`src/sjf_pkg.sv`:
```
`timescale 1ns / 1ps
// ----------------------------------------------------------------------------
// sjf_pkg
// Shared types, codes and helpers for the shortest-job-first scheduler core.
// ----------------------------------------------------------------------------
package sjf_pkg;

  // Default table depth.
  localparam int DEF_MAX_JOBS = 16;

  // Request codes.
  localparam logic REQ_LOAD = 1'b0;
  localparam logic REQ_TICK = 1'b1;

  // Result event codes.
  localparam logic [1:0] EV_IDLE = 2'd0;
  localparam logic [1:0] EV_RUN  = 2'd1;
  localparam logic [1:0] EV_DONE = 2'd2;

  localparam logic [15:0] TIME_MAX = 16'hFFFF;
  localparam logic [15:0] SWITCH_MAX = 16'hFFFF;

  // One request on the input channel.
  typedef struct packed {
    logic        req_type;
    logic [7:0]  job_id;
    logic [15:0] arrival_time;
    logic [15:0] burst_time;
  } sjf_req_t;

  // One result on the output channel.
  typedef struct packed {
    logic [1:0]  event_kind;
    logic [7:0]  run_id;
    logic        dispatched;
    logic [15:0] ticks_left;
    logic [15:0] tick_start;
    logic [15:0] tick_end;
    logic [15:0] switch_count;
    logic        all_done;
  } sjf_res_t;

  // Best candidate travelling down the cell chain.
  typedef struct packed {
    logic        valid;
    logic [15:0] burst;
    logic [15:0] arrival;
    logic [7:0]  id;
  } sjf_cand_t;

  // Control strobes from the sequencer to every cell.
  typedef struct packed {
    logic load_en;
    logic finish_en;
  } sjf_cell_ctl_t;

  // Sequencer states.
  typedef enum logic [1:0] {
    ST_IDLE,
    ST_SCAN,
    ST_EXEC
  } sjf_state_t;

  // True when a is strictly better than b: shorter burst, then earlier
  // arrival, then lower id.
  function automatic logic sjf_better(sjf_cand_t a, sjf_cand_t b);
    logic res;
    if (a.burst != b.burst) begin
      res = (a.burst < b.burst);
    end else if (a.arrival != b.arrival) begin
      res = (a.arrival < b.arrival);
    end else begin
      res = (a.id < b.id);
    end
    return res;
  endfunction

endpackage

```
`src/shortest_job_first_scheduler_core.sv`:
```
`timescale 1ns / 1ps
// ----------------------------------------------------------------------------
// shortest_job_first_scheduler_core
// Non-preemptive shortest-job-first scheduler advanced one tick per tick request.
// ----------------------------------------------------------------------------
// A load request gives no result. A tick request while a job holds the
// processor goes straight to the execute state. A tick request with the
// processor free first scans: a scan token walks the chain of slot cells
// one cell per cycle, each cell keeping the better of its own job and the
// candidate from its left neighbor, and the last cell's winner, if any, is
// dispatched in the execute state before busy drops.
// Every tick request gives exactly one result, shown with out_valid for one
// cycle; the receiver cannot stall it, and busy stays high until the result
// has been registered, so the next request can be taken while it is shown.
module shortest_job_first_scheduler_core import sjf_pkg::*; #(
  parameter int MAX_JOBS = DEF_MAX_JOBS
) (
  input  logic     clk,
  input  logic     rst_n,
  input  logic     start,
  output logic     busy,
  input  sjf_req_t in_req,
  output logic     out_valid,
  output sjf_res_t out_res
);

  localparam int SW  = (MAX_JOBS > 1) ? $clog2(MAX_JOBS) : 1;
  localparam int JCW = $clog2(MAX_JOBS + 1);

  sjf_state_t state_r, state_nxt;

  logic [JCW-1:0] job_count_r, job_count_nxt;
  logic [JCW-1:0] unfinished_r, unfinished_nxt;
  logic [15:0]    now_r, now_nxt;
  logic           cpu_busy_r, cpu_busy_nxt;
  logic [SW-1:0]  run_slot_r, run_slot_nxt;
  logic [15:0]    run_rem_r, run_rem_nxt;
  logic [7:0]     run_id_r, run_id_nxt;
  logic           ever_r, ever_nxt;
  logic [7:0]     prev_id_r, prev_id_nxt;
  logic [15:0]    switches_r, switches_nxt;
  logic           out_valid_r, out_valid_nxt;
  sjf_res_t       out_res_r, out_res_nxt;

  logic          accept;
  logic          do_load;
  logic          scan_launch;
  logic          completing;
  sjf_cell_ctl_t cell_ctl;

  // Chain taps between cells.
  logic      tok   [0:MAX_JOBS];
  sjf_cand_t cand  [0:MAX_JOBS];
  logic [SW-1:0] slot [0:MAX_JOBS];

  // Request decode.
  assign accept      = start && !busy;
  assign do_load     = accept && (in_req.req_type == REQ_LOAD) &&
                       (job_count_r < JCW'(MAX_JOBS));
  assign scan_launch = accept && (in_req.req_type == REQ_TICK) && !cpu_busy_r;

  assign cell_ctl.load_en   = do_load;
  assign cell_ctl.finish_en = completing;

  assign tok[0]  = scan_launch;
  assign cand[0] = '0;
  assign slot[0] = '0;

  // Row of slot cells.
  for (genvar g = 0; g < MAX_JOBS; g++) begin : g_cell
    sjf_cell #(
      .SLOT_W  (SW),
      .SLOT_IDX(g)
    ) u_cell (
      .clk        (clk),
      .rst_n      (rst_n),
      .ctl        (cell_ctl),
      .load_slot  (job_count_r[SW-1:0]),
      .finish_slot(run_slot_nxt),
      .load_req   (in_req),
      .now        (now_r),
      .tok_in     (tok[g]),
      .cand_in    (cand[g]),
      .slot_in    (slot[g]),
      .tok_out    (tok[g+1]),
      .cand_out   (cand[g+1]),
      .slot_out   (slot[g+1])
    );
  end

  // Next state.
  always_comb begin
    state_nxt = state_r;
    unique case (state_r)
      ST_IDLE: begin
        if (accept && in_req.req_type == REQ_TICK) begin
          state_nxt = cpu_busy_r ? ST_EXEC : ST_SCAN;
        end
      end
      ST_SCAN: begin
        if (tok[MAX_JOBS]) begin
          state_nxt = ST_EXEC;
        end
      end
      ST_EXEC: state_nxt = ST_IDLE;
      default: state_nxt = ST_IDLE;
    endcase
  end

  // State outputs.
  always_comb begin
    busy = 1'b1;
    unique case (state_r)
      ST_IDLE: busy = 1'b0;
      ST_SCAN: busy = 1'b1;
      ST_EXEC: busy = 1'b1;
      default: busy = 1'b1;
    endcase
  end

  // Dispatch, run one tick and build the result.
  always_comb begin
    logic           exec;
    logic           fresh;
    logic           running;
    logic [15:0]    rem;
    logic [15:0]    tick_end;

    exec           = (state_r == ST_EXEC);
    fresh          = exec && !cpu_busy_r && cand[MAX_JOBS].valid;
    running        = cpu_busy_r || fresh;
    rem            = fresh ? cand[MAX_JOBS].burst : run_rem_r;
    tick_end       = (now_r == TIME_MAX) ? now_r : now_r + 16'd1;

    job_count_nxt  = do_load ? job_count_r + JCW'(1) : job_count_r;
    now_nxt        = now_r;
    cpu_busy_nxt   = cpu_busy_r;
    run_slot_nxt   = fresh ? slot[MAX_JOBS] : run_slot_r;
    run_rem_nxt    = run_rem_r;
    run_id_nxt     = fresh ? cand[MAX_JOBS].id : run_id_r;
    ever_nxt       = ever_r || fresh;
    prev_id_nxt    = fresh ? cand[MAX_JOBS].id : prev_id_r;
    switches_nxt   = switches_r;
    completing     = 1'b0;
    out_valid_nxt  = exec;
    out_res_nxt    = out_res_r;

    if (fresh && ever_r && prev_id_r != cand[MAX_JOBS].id &&
        switches_r != SWITCH_MAX) begin
      switches_nxt = switches_r + 16'd1;
    end

    out_res_nxt.event_kind = EV_IDLE;
    out_res_nxt.run_id     = 8'd0;
    out_res_nxt.dispatched = fresh;
    out_res_nxt.ticks_left = 16'd0;

    if (exec) begin
      now_nxt = tick_end;
      if (running) begin
        out_res_nxt.run_id = run_id_nxt;
        if (rem > 16'd1) begin
          run_rem_nxt            = rem - 16'd1;
          cpu_busy_nxt           = 1'b1;
          out_res_nxt.event_kind = EV_RUN;
          out_res_nxt.ticks_left = rem - 16'd1;
        end else begin
          run_rem_nxt            = 16'd0;
          cpu_busy_nxt           = 1'b0;
          completing             = 1'b1;
          out_res_nxt.event_kind = EV_DONE;
        end
      end else begin
        cpu_busy_nxt = 1'b0;
      end
    end

    unfinished_nxt = unfinished_r + (do_load ? JCW'(1) : JCW'(0))
                     - (completing ? JCW'(1) : JCW'(0));

    out_res_nxt.tick_start   = now_r;
    out_res_nxt.tick_end     = tick_end;
    out_res_nxt.switch_count = switches_nxt;
    out_res_nxt.all_done     = (unfinished_nxt == '0);
  end

  // Control registers.
  always_ff @(posedge clk) begin
    if (!rst_n) begin
      state_r      <= ST_IDLE;
      job_count_r  <= '0;
      unfinished_r <= '0;
      now_r        <= '0;
      cpu_busy_r   <= 1'b0;
      run_slot_r   <= '0;
      ever_r       <= 1'b0;
      prev_id_r    <= '0;
      switches_r   <= '0;
      out_valid_r  <= 1'b0;
    end else begin
      state_r      <= state_nxt;
      job_count_r  <= job_count_nxt;
      unfinished_r <= unfinished_nxt;
      now_r        <= now_nxt;
      cpu_busy_r   <= cpu_busy_nxt;
      run_slot_r   <= run_slot_nxt;
      ever_r       <= ever_nxt;
      prev_id_r    <= prev_id_nxt;
      switches_r   <= switches_nxt;
      out_valid_r  <= out_valid_nxt;
    end
  end

  // Payload registers.
  always_ff @(posedge clk) begin
    run_rem_r <= run_rem_nxt;
    run_id_r  <= run_id_nxt;
    out_res_r <= out_res_nxt;
  end

  assign out_valid = out_valid_r;
  assign out_res   = out_res_r;

  // A result appears only in the cycle after the execute step.
  a_result_after_exec: assert property (@(posedge clk) disable iff (!rst_n)
    out_valid_r |-> $past(state_r == ST_EXEC))
    else $error("result shown without an execute step");

  // A job holding the processor is counted as unfinished.
  a_busy_has_job: assert property (@(posedge clk) disable iff (!rst_n)
    cpu_busy_r |-> (unfinished_r != '0))
    else $error("processor busy with no unfinished job");

  // Unfinished jobs never outnumber loaded jobs, which never exceed MAX_JOBS.
  a_count_order: assert property (@(posedge clk) disable iff (!rst_n)
    (unfinished_r <= job_count_r) && (job_count_r <= JCW'(MAX_JOBS)))
    else $error("job counters out of order");

  // Time moves only on an execute step.
  a_time_steps: assert property (@(posedge clk) disable iff (!rst_n)
    (state_r != ST_EXEC) |=> $stable(now_r))
    else $error("time changed outside an execute step");

endmodule

```
`src/sjf_cell.sv`:
```
`timescale 1ns / 1ps
// ----------------------------------------------------------------------------
// sjf_cell
// One table slot of the scheduler, with one stage of the selection chain.
// ----------------------------------------------------------------------------
module sjf_cell import sjf_pkg::*; #(
  parameter int SLOT_W   = 4,
  parameter int SLOT_IDX = 0
) (
  input  logic              clk,
  input  logic              rst_n,
  input  sjf_cell_ctl_t     ctl,
  input  logic [SLOT_W-1:0] load_slot,
  input  logic [SLOT_W-1:0] finish_slot,
  input  sjf_req_t          load_req,
  input  logic [15:0]       now,
  input  logic              tok_in,
  input  sjf_cand_t         cand_in,
  input  logic [SLOT_W-1:0] slot_in,
  output logic              tok_out,
  output sjf_cand_t         cand_out,
  output logic [SLOT_W-1:0] slot_out
);

  localparam logic [SLOT_W-1:0] MY_SLOT = SLOT_W'(SLOT_IDX);

  logic              loaded_r;
  logic              finished_r;
  logic [7:0]        id_r;
  logic [15:0]       arrival_r;
  logic [15:0]       burst_r;
  logic              tok_r;
  sjf_cand_t         cand_r;
  logic [SLOT_W-1:0] slot_r;

  sjf_cand_t own;
  logic      take_own;

  // Slot status flags.
  always_ff @(posedge clk) begin
    if (!rst_n) begin
      loaded_r   <= 1'b0;
      finished_r <= 1'b0;
    end else if (ctl.load_en && load_slot == MY_SLOT) begin
      loaded_r   <= 1'b1;
      finished_r <= 1'b0;
    end else if (ctl.finish_en && finish_slot == MY_SLOT) begin
      finished_r <= 1'b1;
    end
  end

  // Job fields, written once by a load.
  always_ff @(posedge clk) begin
    if (ctl.load_en && load_slot == MY_SLOT) begin
      id_r      <= load_req.job_id;
      arrival_r <= load_req.arrival_time;
      burst_r   <= load_req.burst_time;
    end
  end

  // This slot competes when it is loaded, unfinished and has arrived. An
  // incoming candidate comes from a lower slot, so it keeps equal ties.
  always_comb begin
    own.valid   = loaded_r && !finished_r && (arrival_r <= now);
    own.burst   = burst_r;
    own.arrival = arrival_r;
    own.id      = id_r;
    take_own    = own.valid && (!cand_in.valid || sjf_better(own, cand_in));
  end

  // Scan token moves one cell per cycle.
  always_ff @(posedge clk) begin
    if (!rst_n) begin
      tok_r <= 1'b0;
    end else begin
      tok_r <= tok_in;
    end
  end

  // Best candidate so far, handed to the next cell.
  always_ff @(posedge clk) begin
    if (tok_in) begin
      if (take_own) begin
        cand_r <= own;
        slot_r <= MY_SLOT;
      end else begin
        cand_r <= cand_in;
        slot_r <= slot_in;
      end
    end
  end

  assign tok_out  = tok_r;
  assign cand_out = cand_r;
  assign slot_out = slot_r;

endmodule

```
`config.mk`:
```
export PLATFORM = sky130hd
export DESIGN_NAME = shortest_job_first_scheduler_core
export DESIGN_NICKNAME = d
export VERILOG_FILES = /design/src/sjf_pkg.sv /design/src/shortest_job_first_scheduler_core.sv /design/src/sjf_cell.sv
export SDC_FILE = /design/constraint.sdc
export NUM_CORES = 2
export LEC_CHECK = 0
export BUFFER_PORTS_ARGS = -buffer_cell sky130_fd_sc_hd__buf_2
export CORE_MARGIN = 2
export CORE_UTILIZATION = 54
export DETAILED_ROUTE_END_ITERATION = 7
export GPL_TIMING_DRIVEN = 0
export PLACE_DENSITY = 0.69
export SETUP_SLACK_MARGIN = 0.4
export SYNTH_ARGS = -nofsm -noshare
export SYNTH_HDL_FRONTEND = slang
export SYNTH_SLANG_ARGS = --single-unit
```
`constraint.sdc`:
```
create_clock -name clk -period 6.8 [get_ports clk]
set_input_delay 1.02 -clock clk [delete_from_list [all_inputs] [get_ports clk]]
set_output_delay 1.02 -clock clk [all_outputs]
set_load 0.05 [all_outputs]
```
### Word-level counts from Yosys, hierarchy flattened

Cells that the tools add are included.

* divide/modulo/power cells: 0
* bitwise logic cells: 2
* eq/ne operators: 67
* reduce and logical (&&, ||, !) cells: 160
* mux-type cells: 65
* $add $sub $neg: 6
* order comparisons: 63
* shift operators: 0
* $mul: 0

Operator list (number)
* $mux W41: 16
* $lt A16 B16 Y1: 30
* $ne A16 B16 Y1: 30
* $le A16 B16 Y1: 16
* $lt A8 B8 Y1: 15
* $logic_and A1 B1 Y1: 89
* $eq A4 B4 Y1 const B: 16
* $mux W16: 4
* $mux W1: 38
* $add A16 B1 Y16 const B: 2
* $eq A4 B3 Y1 const B: 8
* $logic_not A1 Y1: 32
* $reduce_or A2 Y1: 16
* $logic_or A1 B1 Y1: 17
* $eq A16 B16 Y1 const B: 1
* $eq A4 B2 Y1 const B: 4
* $gt A16 B1 Y1 const B: 1
* $ne A16 B16 Y1 const B: 1
* $sub A16 B1 Y16 const B: 1
* $eq A4 B1 Y1 const B: 2
* $logic_not A4 Y1: 2
* $mux W2: 4
* $mux W8: 1
* $ne A8 B8 Y1: 1
* 13 further kinds: 16

* register bits: 1536
* bits in read-only memories: 0
* memories kept: 0
* logic and storage cells: 557
* input port bits: 44
* memory bits (writable): 0
* bits in latches: 0

### Longest topological paths before layout

* depth after elaboration: 11
* mapped depth: 24
* mapped depth without buffers: 19

### Hierarchy

From an unflattened synthesis, not the netlist that was laid out.

* cells, all modules: 6064
* area, all modules: 83153.5 µm²

Modules (own cells, without submodules)
* sjf_cell at g_cell[10].u_cell ...: instances 4, cells an instance 339, area each 4810.9 µm², sequential area each 2612.5 µm²
* sjf_cell at g_cell[11].u_cell ...: instances 2, cells an instance 339, area each 4820.9 µm², sequential area each 2612.5 µm²
* sjf_cell at g_cell[13].u_cell ...: instances 2, cells an instance 340, area each 4815.9 µm², sequential area each 2612.5 µm²
* sjf_cell at g_cell[1].u_cell ...: instances 2, cells an instance 339, area each 4812.1 µm², sequential area each 2612.5 µm²
* sjf_cell at g_cell[12].u_cell ...: instances 2, cells an instance 339, area each 4809.6 µm², sequential area each 2612.5 µm²
* sjf_cell at g_cell[4].u_cell ...: instances 2, cells an instance 339, area each 4805.9 µm², sequential area each 2612.5 µm²
* shortest_job_first_scheduler_core: instances 1, cells an instance 637, area each 6174.7 µm², sequential area each 3343.2 µm²
* sjf_cell at g_cell[15].u_cell: instances 1, cells an instance 340, area each 4804.6 µm², sequential area each 2612.5 µm²
* sjf_cell at g_cell[0].u_cell: instances 1, cells an instance 339, area each 4802.1 µm², sequential area each 2612.5 µm²

### Worst setup path after synthesis

OpenSTA, ideal clock, no wires.

* path type: input to register
* from: input port in_req[40] in the netlist's numbering
* to: register g_cell[3].u_cell.arrival_r[0] (enable)
* stages on the path: 3
* library setup time: 0.492 ns
* data required time: 6.308 ns
* path slack: 1.581 ns
* data arrival time: 4.727 ns
* cells stage by stage: nor4b_1 > nand2_1 > nor3_1

* cells in the longest elaborated chain, start to end: 4

Ends and longest elaborated chain
* start: declaration: RTL line shortest_job_first_scheduler_core.sv:22 `input sjf_req_t in_req,`
* $not A1 Y1: RTL line shortest_job_first_scheduler_core.sv:58 `assign do_load = accept && (in_req.req_type == REQ_LOAD) &&`
* $logic_and A1 B1 Y1 (2 in a row): RTL line shortest_job_first_scheduler_core.sv:58
* $logic_and A1 B1 Y1: RTL line sjf_cell.sv:54 `if (ctl.load_en && load_slot == MY_SLOT) begin`
* end signal: assignment: RTL line sjf_cell.sv:56 `arrival_r <= load_req.arrival_time;`
* end: declaration: RTL line sjf_cell.sv:30 `logic [15:0] arrival_r;`

No other way between the ends.
A chain may end at the register's enable or synchronous reset.

==> metrics <==
status complete, no violations; antenna violations before repair 9; clock sinks 1,536; GR Overflow Total 0; Worst setup EP type flop; Crit Path Max Fanout 10; Post-synth ARST share 0; Port-buffer cells 120; Tmin final 6.02 ns; Final setup viols 0; DRC viols 0; Relative slew margins 0.0312; Post-Syn Instances 5,647; clk_lat worst skew 0.80 ns; Required @ worst endpoint 7.49 ns; Critical Path, Cell by Cell nor2b_1, nand3b_1, inv_1, buf_2, buf_2, clkbuf_2, buf_2, mux2i_1, ha_1, o2111a_1, buf_2, buf_2, and2_1, ha_1, inv_1, ha_1, inv_1, fa_1, inv_1, a21o_1, a21oi_1, xnor2_1, and2_1; H-Tree Depth 4; maxcap violations 0; CTS tree built; Initial Util 0.544; Final Max Tran Viols 0; # IOs around 120; Inst Count DP 7,705; die height 381 um; RSZ-0062 raised after global routing no; Warnings, synthesis 0; Min-Delay Path Class reg -> reg; area leader, netlist edfxtp_1; Synth Register Bits ~1,500; crit path DAT about 6.7 ns; worst slew pin tran 1.44 ns; postcts setup bufs 0; largest net degree at the start of global routing 44; Via-to-Cell Ratio 5.83; CP max stage cell nor2b_1; clk buf depth 3; Leak approximately 0.034 uW; number of synthesized flops with an enable pin between 1,000 and 1,500; syn_nets 6,546; final wirelength between 150 and 200 mm; most frequent cell after synthesis edfxtp_1; CP Launch Type flop; Pre-Repair DR Iteration Count 6; Synth top area share 0.525; Clock Skew 0.0283 ns; sequential fraction of the synthesis area 0.575; routed len/inst 23.7 um; power density over cell area between 200 and 250 nW/um^2; GPL Wtd Cong 0.877; post-route ant nets 0; cells taking the most area after synthesis edfxtp_1, ha_1, dfxtp_1, mux2_2, mux2_4; CTS Buf Count 161; post-DP HPWL 136 mm; Layout Nets 6,877; clock-pin transition on the worst setup and hold timing paths 0.06 ns; Synth Area per Inst between 10 and 15 um^2; row count approximately 140; post-place setup slack 0.703 ns; final hold vios 0; Commonest cells post-synth edfxtp_1, ha_1, inv_1; final worst-path cycle share 0.885; maximum vdd ir drop 0.254 mV; vias in the first global route roughly 47,000; Post-Syn Area 76,900 um^2; non-filler cells, final 7,997; share of layout cells above drive strength 1 0.175; Netlist cell types 72; clock tree root driver cell clkbuf_16; worst setup margin 0.783 ns; CP peak stage delay ~0.49 ns; initial DRC count 3,637; Top FF cell, synth edfxtp_1; first-pass GRT wire length 285 mm; DR vias 46,600; antenna cells 0; core area 141,000 um^2; die width 381 um; Area Growth Syn to Fin 11.9%; total track usage 0.260; f_max 166 MHz; die area 145,000 um^2; critical path type reg -> reg; most frequent CP cell buf_2
==> worst max-delay path: cells and delay by family, from the launching register on <==
kind                     cells  cell delay (ns)
AO/OA/AOI/OAI                3             0.40
XOR/XNOR                     1             0.14
adder cells (fa/ha/maj)      4             1.14
buffers and inverters       10             2.18
flip-flops                   1             0.39
multiplexers                 1             0.30
AND/OR/NAND/NOR              4             1.35
==> registers in the layout (all words and copies together) (netlist names), 8 cells and up <==
register and cells:
g_cell.u_cell.cand_out 640, g_cell.u_cell.burst_r 256, g_cell.u_cell.tok_out 16, g_cell.u_cell.finished_r 16, g_cell.u_cell.arrival_r 256, prev_id_r 8
run_rem_r 16, run_id_r 8, switches_r 16, g_cell.u_cell.slot_out 49, now_r 16, g_cell.u_cell.id_r 128
out_res 76, g_cell.u_cell.loaded_r 16
==> where the power goes <==
group,internal (uW),leakage [uW],switching (uW),total [uW]
Clock,5120,0.00260,3740,8870
Combinational,103,0.0181,296,399
Sequential,10200,0.0137,34.5,10300
Total,15500,0.0344,4070,19500
==> path summary, 6_finish.rpt <==
kind | startpoint | end | slack [ns] | cells after the start
hold / removal | now_r[7] | out_res[40] | 0.35 | 0
hold reg to reg | now_r[7] | out_res[40] | 0.35 | 0
setup / recovery | state_r[1] | unfinished_r[4] | 0.78 | 23
setup reg to reg | state_r[1] | unfinished_r[4] | 0.78 | 23
==> repair_timing <==
item / 4_1_cts / 5_1_grt
hold buffers: 0 / 0
setup endpoints to repair: 0 / 2
endpoints found under the hold margin: 0 / 0
gates resized for setup: 0 / 1
==> metrics by stage <==
| stage | power, uW | utilization | instance area (um^2) | TNS [ns] | hold slack, ns |
|---|---|---|---|---|---|
| after floorplan | 10600 | - | 76900 | 0 | 0.326 |
| after global placement | 10900 | 0.565 | 79900 | -213.53 | 0.332 |
| after detailed placement | 10900 | 0.571 | 80800 | 0 | 0.337 |
| after CTS | 19700 | 0.609 | 86100 | 0 | 0.349 |
| after global routing | 20100 | 0.609 | 86100 | 0 | 0.350 |
| final | 19500 | 0.609 | 86100 | 0 | 0.347 |
==> placed cells by master (no fill, tap or decap), types with 24 or more instances in the layout <==
| master | netlist | final |
|---|---|---|
| clkinv_1 | 0 | 24 |
| dfxtp_1 | 191 | 175 |
| a21o_1 | 66 | 66 |
| nor2b_1 | 51 | 51 |
| buf_12 | 0 | 26 |
| ha_1 | 854 | 854 |
| nand2b_1 | 65 | 65 |
| nor4_1 | 26 | 26 |
| o21a_1 | 48 | 48 |
| o211ai_1 | 45 | 45 |
| clkbuf_1 | 28 | 62 |
| mux2_1 | 73 | 73 |
| edfxtp_1 | 1345 | 1345 |
| inv_1 | 651 | 649 |
| xor2_1 | 32 | 32 |
| o21ai_0 | 91 | 91 |
| a211oi_1 | 42 | 42 |
| nand4_1 | 186 | 186 |
| mux2_4 | 209 | 209 |
| and2_1 | 62 | 62 |
| nor3_1 | 104 | 99 |
| a211o_1 | 28 | 28 |
| buf_6 | 30 | 49 |
| nor2_1 | 217 | 213 |
| buf_2 | 34 | 154 |
| mux2_2 | 305 | 305 |
| nand3_1 | 121 | 121 |
| xnor2_1 | 31 | 31 |
| a21oi_1 | 277 | 277 |
| clkbuf_16 | 0 | 162 |
| nand2_1 | 176 | 176 |
==> per-layer routing <==
layer,global-route usage,up-vias,wire (um)
li1,-,21800,-
met1,0.327,23000,77000
met3,0.0427,406,11300
met5,0,-,0
met2,0.443,1418,92600
met4,0.111,0,8480
==> kinds of logic (layout without fill, tap and decap cells) <==
logic type	after synthesis	count (layout)	synth area share
buf+inv	753	1213	0.0405
xor+xnor	63	63	0.00717
mux	604	604	0.0984
simple gates	1101	1101	0.0745
fa+ha+maj	855	855	0.139
compound gates	735	735	0.0654
flops	1536	1536	0.575
==> final cells by class <==
type / count / area [um^2]
sequential: 1536 / 44200
tap: 1890 / 2360
fill: 10600 / 55300
timing repair buffer: 168 / 1410
clock inverter: 81 / 956
clock buffer: 211 / 4360
buffer: 102 / 671
inverter: 651 / 2440
multi-input combinational: 3358 / 29600
No activity file was read; power rests on OpenSTA's default activity.
